==> src/rtl/stkf_pkg.sv <==
// Package with the round count, round-key table and round function of the seed-to-key transform.
package stkf_pkg;

    // Number of rounds, one cell per round.
    localparam int ROUNDS = 19;

    // Number of stored round keys; rounds beyond the table wrap round it.
    localparam int NUM_RKEYS = 19;

    // Width of one Feistel half.
    localparam int HALF_W = 16;

    typedef logic [HALF_W-1:0] half_t;

    // Fixed round keys, one per round.
    localparam half_t RKEY_TABLE [NUM_RKEYS] = '{
        16'hb5d5, 16'h1741, 16'hfe95, 16'h4ad5, 16'h9497, 16'hddc5, 16'h3761,
        16'h4b0d, 16'h5f5d, 16'h6b23, 16'hcfa9, 16'hc8e7, 16'hf209, 16'h4fff,
        16'hff2b, 16'h4801, 16'h8891, 16'h48b9, 16'h3607
    };

    // Round function: key mix, shift-in of a parity bit, byte swap, key mix again.
    function automatic half_t round_fn(input half_t lo, input half_t rkey);
        half_t t;
        half_t s;
        logic  p;
        t = lo ^ rkey;
        p = t[15] ^ t[4] ^ t[2] ^ t[1];
        s = {t[HALF_W-2:0], p};
        return {s[7:0], s[15:8]} ^ rkey;
    endfunction

endpackage

==> src/rtl/stkf_cell.sv <==
// One Feistel round cell: combines the halves with its round key and registers the result.
module stkf_cell
    import stkf_pkg::*;
(
    input  logic  clk,
    input  logic  rst_n,
    input  logic  valid_in,
    input  half_t hi_in,
    input  half_t lo_in,
    input  half_t rkey,
    output logic  valid_out,
    output half_t hi_out,
    output half_t lo_out
);

    logic  valid_reg;
    half_t hi_reg;
    half_t lo_reg;
    half_t hi_next;
    half_t lo_next;

    // The old high half moves down; the new high half takes the round function.
    always_comb
    begin
        lo_next = hi_in;
        hi_next = hi_in ^ round_fn(lo_in, rkey);
    end

    // Valid flag for the item held in this cell.
    always_ff @(posedge clk or negedge rst_n)
    begin
        if (!rst_n)
        begin
            valid_reg <= 1'b0;
        end
        else
        begin
            valid_reg <= valid_in;
        end
    end

    // Half registers carry no reset; the valid flag qualifies them.
    always_ff @(posedge clk)
    begin
        hi_reg <= hi_next;
        lo_reg <= lo_next;
    end

    assign valid_out = valid_reg;
    assign hi_out    = hi_reg;
    assign lo_out    = lo_reg;

endmodule

==> src/rtl/seed_to_key_feistel.sv <==
// Top level of the seed-to-key transform: a row of round cells, one per round.
// A seed transferred at a clock edge passes through the one register in each round cell in
// turn, and its key appears on key, with done high, at the tail of the row.
// Throughput: one seed per cycle; busy is never raised and the row advances every cycle.
// Reset: rst_n clears the valid flags of all cells at once, so no stale key is shown.
module seed_to_key_feistel
    import stkf_pkg::*;
(
    input  logic        clk,
    input  logic        rst_n,
    input  logic        start,
    output logic        busy,
    input  logic [31:0] seed,
    output logic        done,
    output logic [31:0] key
);

    logic  valid_chain [ROUNDS+1];
    half_t hi_chain    [ROUNDS+1];
    half_t lo_chain    [ROUNDS+1];

    // The row never stalls, so a new seed is taken in every cycle.
    assign busy = 1'b0;

    // Head of the row: the seed split into its halves.
    assign valid_chain[0] = start & ~busy;
    assign hi_chain[0]    = seed[31:16];
    assign lo_chain[0]    = seed[15:0];

    // One cell per round, each with its fixed round key.
    for (genvar i = 0; i < ROUNDS; i++)
    begin : g_round
        stkf_cell u_cell (
            .clk       (clk),
            .rst_n     (rst_n),
            .valid_in  (valid_chain[i]),
            .hi_in     (hi_chain[i]),
            .lo_in     (lo_chain[i]),
            .rkey      (RKEY_TABLE[i % NUM_RKEYS]),
            .valid_out (valid_chain[i+1]),
            .hi_out    (hi_chain[i+1]),
            .lo_out    (lo_chain[i+1])
        );
    end

    // Tail of the row: the finished key and its strobe.
    assign done = valid_chain[ROUNDS];
    assign key  = {hi_chain[ROUNDS], lo_chain[ROUNDS]};

endmodule

==> config.mk <==
export PLATFORM = sky130hd
export DESIGN_NAME = seed_to_key_feistel
export DESIGN_NICKNAME = d
export VERILOG_FILES = /design/src/rtl/stkf_pkg.sv /design/src/rtl/stkf_cell.sv /design/src/rtl/seed_to_key_feistel.sv
export SDC_FILE = /design/constraint.sdc
export NUM_CORES = 1
export LEC_CHECK = 0
export ABC_AREA = 0
export BUFFER_PORTS_ARGS = -buffer_cell sky130_fd_sc_hd__buf_2
export CAP_MARGIN = 20
export CORE_MARGIN = 1
export CORE_UTILIZATION = 45
export CTS_CLUSTER_DIAMETER = 120
export DETAILED_ROUTE_END_ITERATION = 8
export SETUP_SLACK_MARGIN = 0.05
export SLEW_MARGIN = 0
export SYNTH_ARGS = -nofsm -noshare
export SYNTH_HDL_FRONTEND = slang
export SYNTH_SLANG_ARGS = --single-unit
==> constraint.sdc <==
create_clock -name clk -period 0.94 [get_ports clk]
set_input_delay 0.094 -clock clk [delete_from_list [all_inputs] [get_ports clk]]
set_output_delay 0.094 -clock clk [all_outputs]
set_load 0.02 [all_outputs]
==> results.py <==
metrics = {
    "sta": {
        "hold_viol_final": 0,
        "rsz0062_at_grt": "yes",
        "fmaxAchievable_mhz": 860,
        "setup_tns_ps": -5250,
        "setup_ws_ps": -223,
        "fin_skew_ps": 8.95,
        "fin_crit_sh": 1.24,
        "slew_violations": 0,
        "fin_crit_ps": 1160,
        "setup_violations": 50,
    },
    "clock_network": {
        "clock_sinks": 627,
        "cts_tree": "yes",
        "clockRootBuffer": "clkbuf_16",
        "cts_buffers": 57,
        "clk_pin_slew_worst_paths_ps": 60,
        "cts_buffer_depth": 3,
        "cts_max_level": 2,
        "clk-insertion-delay-late_ps": 560,
    },
    "status": {
        "status": "finished, violations left",
        "violations": "negative setup slack",
    },
    "synthesis": {
        "yosysSeqAreaShare": 0.795,
        "synth_nets": 1006,
        "synth-simple-area-share": 0,
        "yosys-top-cells-count": "608 x dfxtp_1, 175 x xnor2_1, 148 x xor2_1",
        "synth-compound-area-share": 0,
        "synth_edf_count": 0,
        "muxShareOfSynthArea": 0,
        "synth.distinct_cells": 7,
        "avgSynthCellArea_um2": 16.4,
        "synth_top_area_frac": 0.765,
        "yosys-top-cells-area": "dfxtp_1 76%, xnor2_1 9.6%, xor2_1 8.1%",
        "yosys.area.top_type": "dfxtp_1",
        "synthCells": 971,
        "synth_xor_area_frac": 0.205,
        "synth_area_um2": 15900,
        "ys_async_sr_fraction": 0.0303,
        "ys_warn_count": 0,
        "synth_ff_type": "dfxtp_1",
        "synth_seq_cells": 627,
        "synth_most_common_cell": "dfxtp_1",
        "synth_fa_ha_area_frac": 0,
        "synth_top_family_by_area": "XOR/XNOR gates",
    },
    "placed_design": {
        "io_buffers": 67,
        "hpwlAfterDp_mm": 10.3,
        "dp_cells": 1507,
        "gp_congestion": 0.702,
        "dpl_cell_area_um2": 16900,
        "dp_slack_ps": -32.2,
    },
    "detailed_routing": {
        "num_vias": 6397,
        "wl_per_cell_um": 10.0,
        "route.detailed.drc": 0,
        "vias_per_cell": 3.87,
        "ant_nets": 0,
        "drt_iter0_drc": 168,
        "firstDrtPassIters": 3,
        "wirelength_mm": 16.6,
    },
    "job": {
        "maxCapViolCount": 0,
    },
    "worst_setup_path": {
        "critPathArrivalTime_ps": 1070,
        "critPathTopFamily": "flip-flops",
        "start_kind": "flop",
        "crit_type": "flop to output port",
        "max_stage_delay_ps": 370,
        "path_buf_inv": 1,
        "cp_cell_sequence": "buf_6",
        "required_ps": 850,
        "crit_path_end_kind": "output port",
        "crit_path_top_delay_cell": "dfrtp_1",
        "cp_max_fo": 1,
    },
    "min_path": {
        "timing.hold.worst.class": "input port to flop",
    },
    "finish": {
        "stdcell_count": 1652,
        "design_area_um2": 19400,
        "nFillCells": 2721,
        "area_growth_syn_to_layout_pct": 22.2,
        "antenna_cells": 0,
        "drive_gt1_frac": 0.197,
        "final_util": 0.560,
        "num-nets-final": 1190,
    },
    "floorplanning": {
        "core.rowCount": 68,
        "core-area_um2": 34700,
        "start_util": 0.458,
        "die_h_um": 190,
        "fp.dieW_um": 190,
        "ios": 69,
        "die-area_um2": 36100,
    },
    "grt": {
        "grt_busiest_layer": "met2",
        "grt_max_degree": 20,
        "grt_overflow": 0,
        "grt_pass1_vias": 6363,
        "grt_util_all_layers": 0.0969,
        "met2_usage": 0.194,
        "grt_util_met3": 0.0328,
        "antenna_found_initial": 0,
        "met1_usage": 0.0844,
        "grt_pass1_wl_mm": 27.7,
    },
    "power": {
        "p_per_area_nw_per_um2": 4250,
        "power.leakage_nw": 8.14,
        "ir_drop_uv": 2310,
    },
}
-- final cells by class --
class                      count  area [um2]  area share
clock buffer                  90        1740      0.0897
clock inverter                11        72.6     0.00373
multi-input combinational    343        3260       0.168
sequential                   627       12700       0.654
tap                          455         569      0.0293
timing repair buffer         126        1070      0.0553
-- layer usage --
metal  up-vias  wire [um]
met5         -          0
met4         0        509
met3        46        978
met2       130       9280
met1      2821       5800
li1       3400          -
-- cells by family after synthesis --
group,after synthesis
other,1
DFF,627
xor gates and xnor gates,342
buffers and inverters,1
-- report_power, final --
group | internal, mW | switching [mW] | total (mW)
combinational | 10.1 | 4.50 | 14.6
sequential | 39.9 | 6.61 | 46.5
clock | 12.7 | 8.88 | 21.5
-- placed cells by master, fill, tap and decap left out --
cell type / n
buf_2: 33
buf_4: 24
buf_6: 33
clkbuf_1: 17
clkbuf_16: 60
clkbuf_4: 1
clkbuf_8: 13
clkinv_2: 8
clkinv_8: 1
clkinvlp_4: 1
conb_1: 1
dfrtp_1: 19
dfxtp_1: 547
dfxtp_2: 61
dlygate4sd3_1: 35
inv_6: 1
xnor2_1: 175
xnor3_1: 19
xor2_1: 148
-- sequential cells by signal, indices dropped and copies added (netlist names) --
signal                    cells
g_round.u_cell.hi_out       304
g_round.u_cell.valid_out     19
g_round.u_cell.lo_out       304
-- path summary, 6_finish.rpt --
check	from	endpoint	slack, ps	cells after the start
min	start	g_round[0].u_cell.valid_out$_DFF_PN0_	170	2
min reg2reg	g_round[6].u_cell.valid_out$_DFF_PN0_	g_round[7].u_cell.valid_out$_DFF_PN0_	340	0
max reg2reg	g_round[3].u_cell.lo_out[4]$_DFF_P_	g_round[4].u_cell.hi_out[8]$_DFF_P_	-40	2
max in group asynchronous	rst_n	g_round[2].u_cell.valid_out$_DFF_PN0_	220	3
max	g_round[18].u_cell.valid_out$_DFF_PN0_	done	-220	1
min in group asynchronous	rst_n	g_round[18].u_cell.valid_out$_DFF_PN0_	510	3
-- through the flow --
stage | total power [mW] | hold slack (ps)
floorplan | 56.6 | -202
global placement | 60.1 | 31.7
detailed placement | 60.7 | 47.8
CTS | 83.9 | 132
global route | 87.7 | 153
finish | 82.6 | 170
-- what timing repair did --
action	in CTS	in global routing
setup endpoints to repair	51	70
hold buffers	35	0
buffers inserted	6	3
pin swaps	8	13
gates resized for setup	102	11
gates cloned	0	0
hold endpoints to repair	52	0
Note: power is estimated with default switching activity, not from simulation.
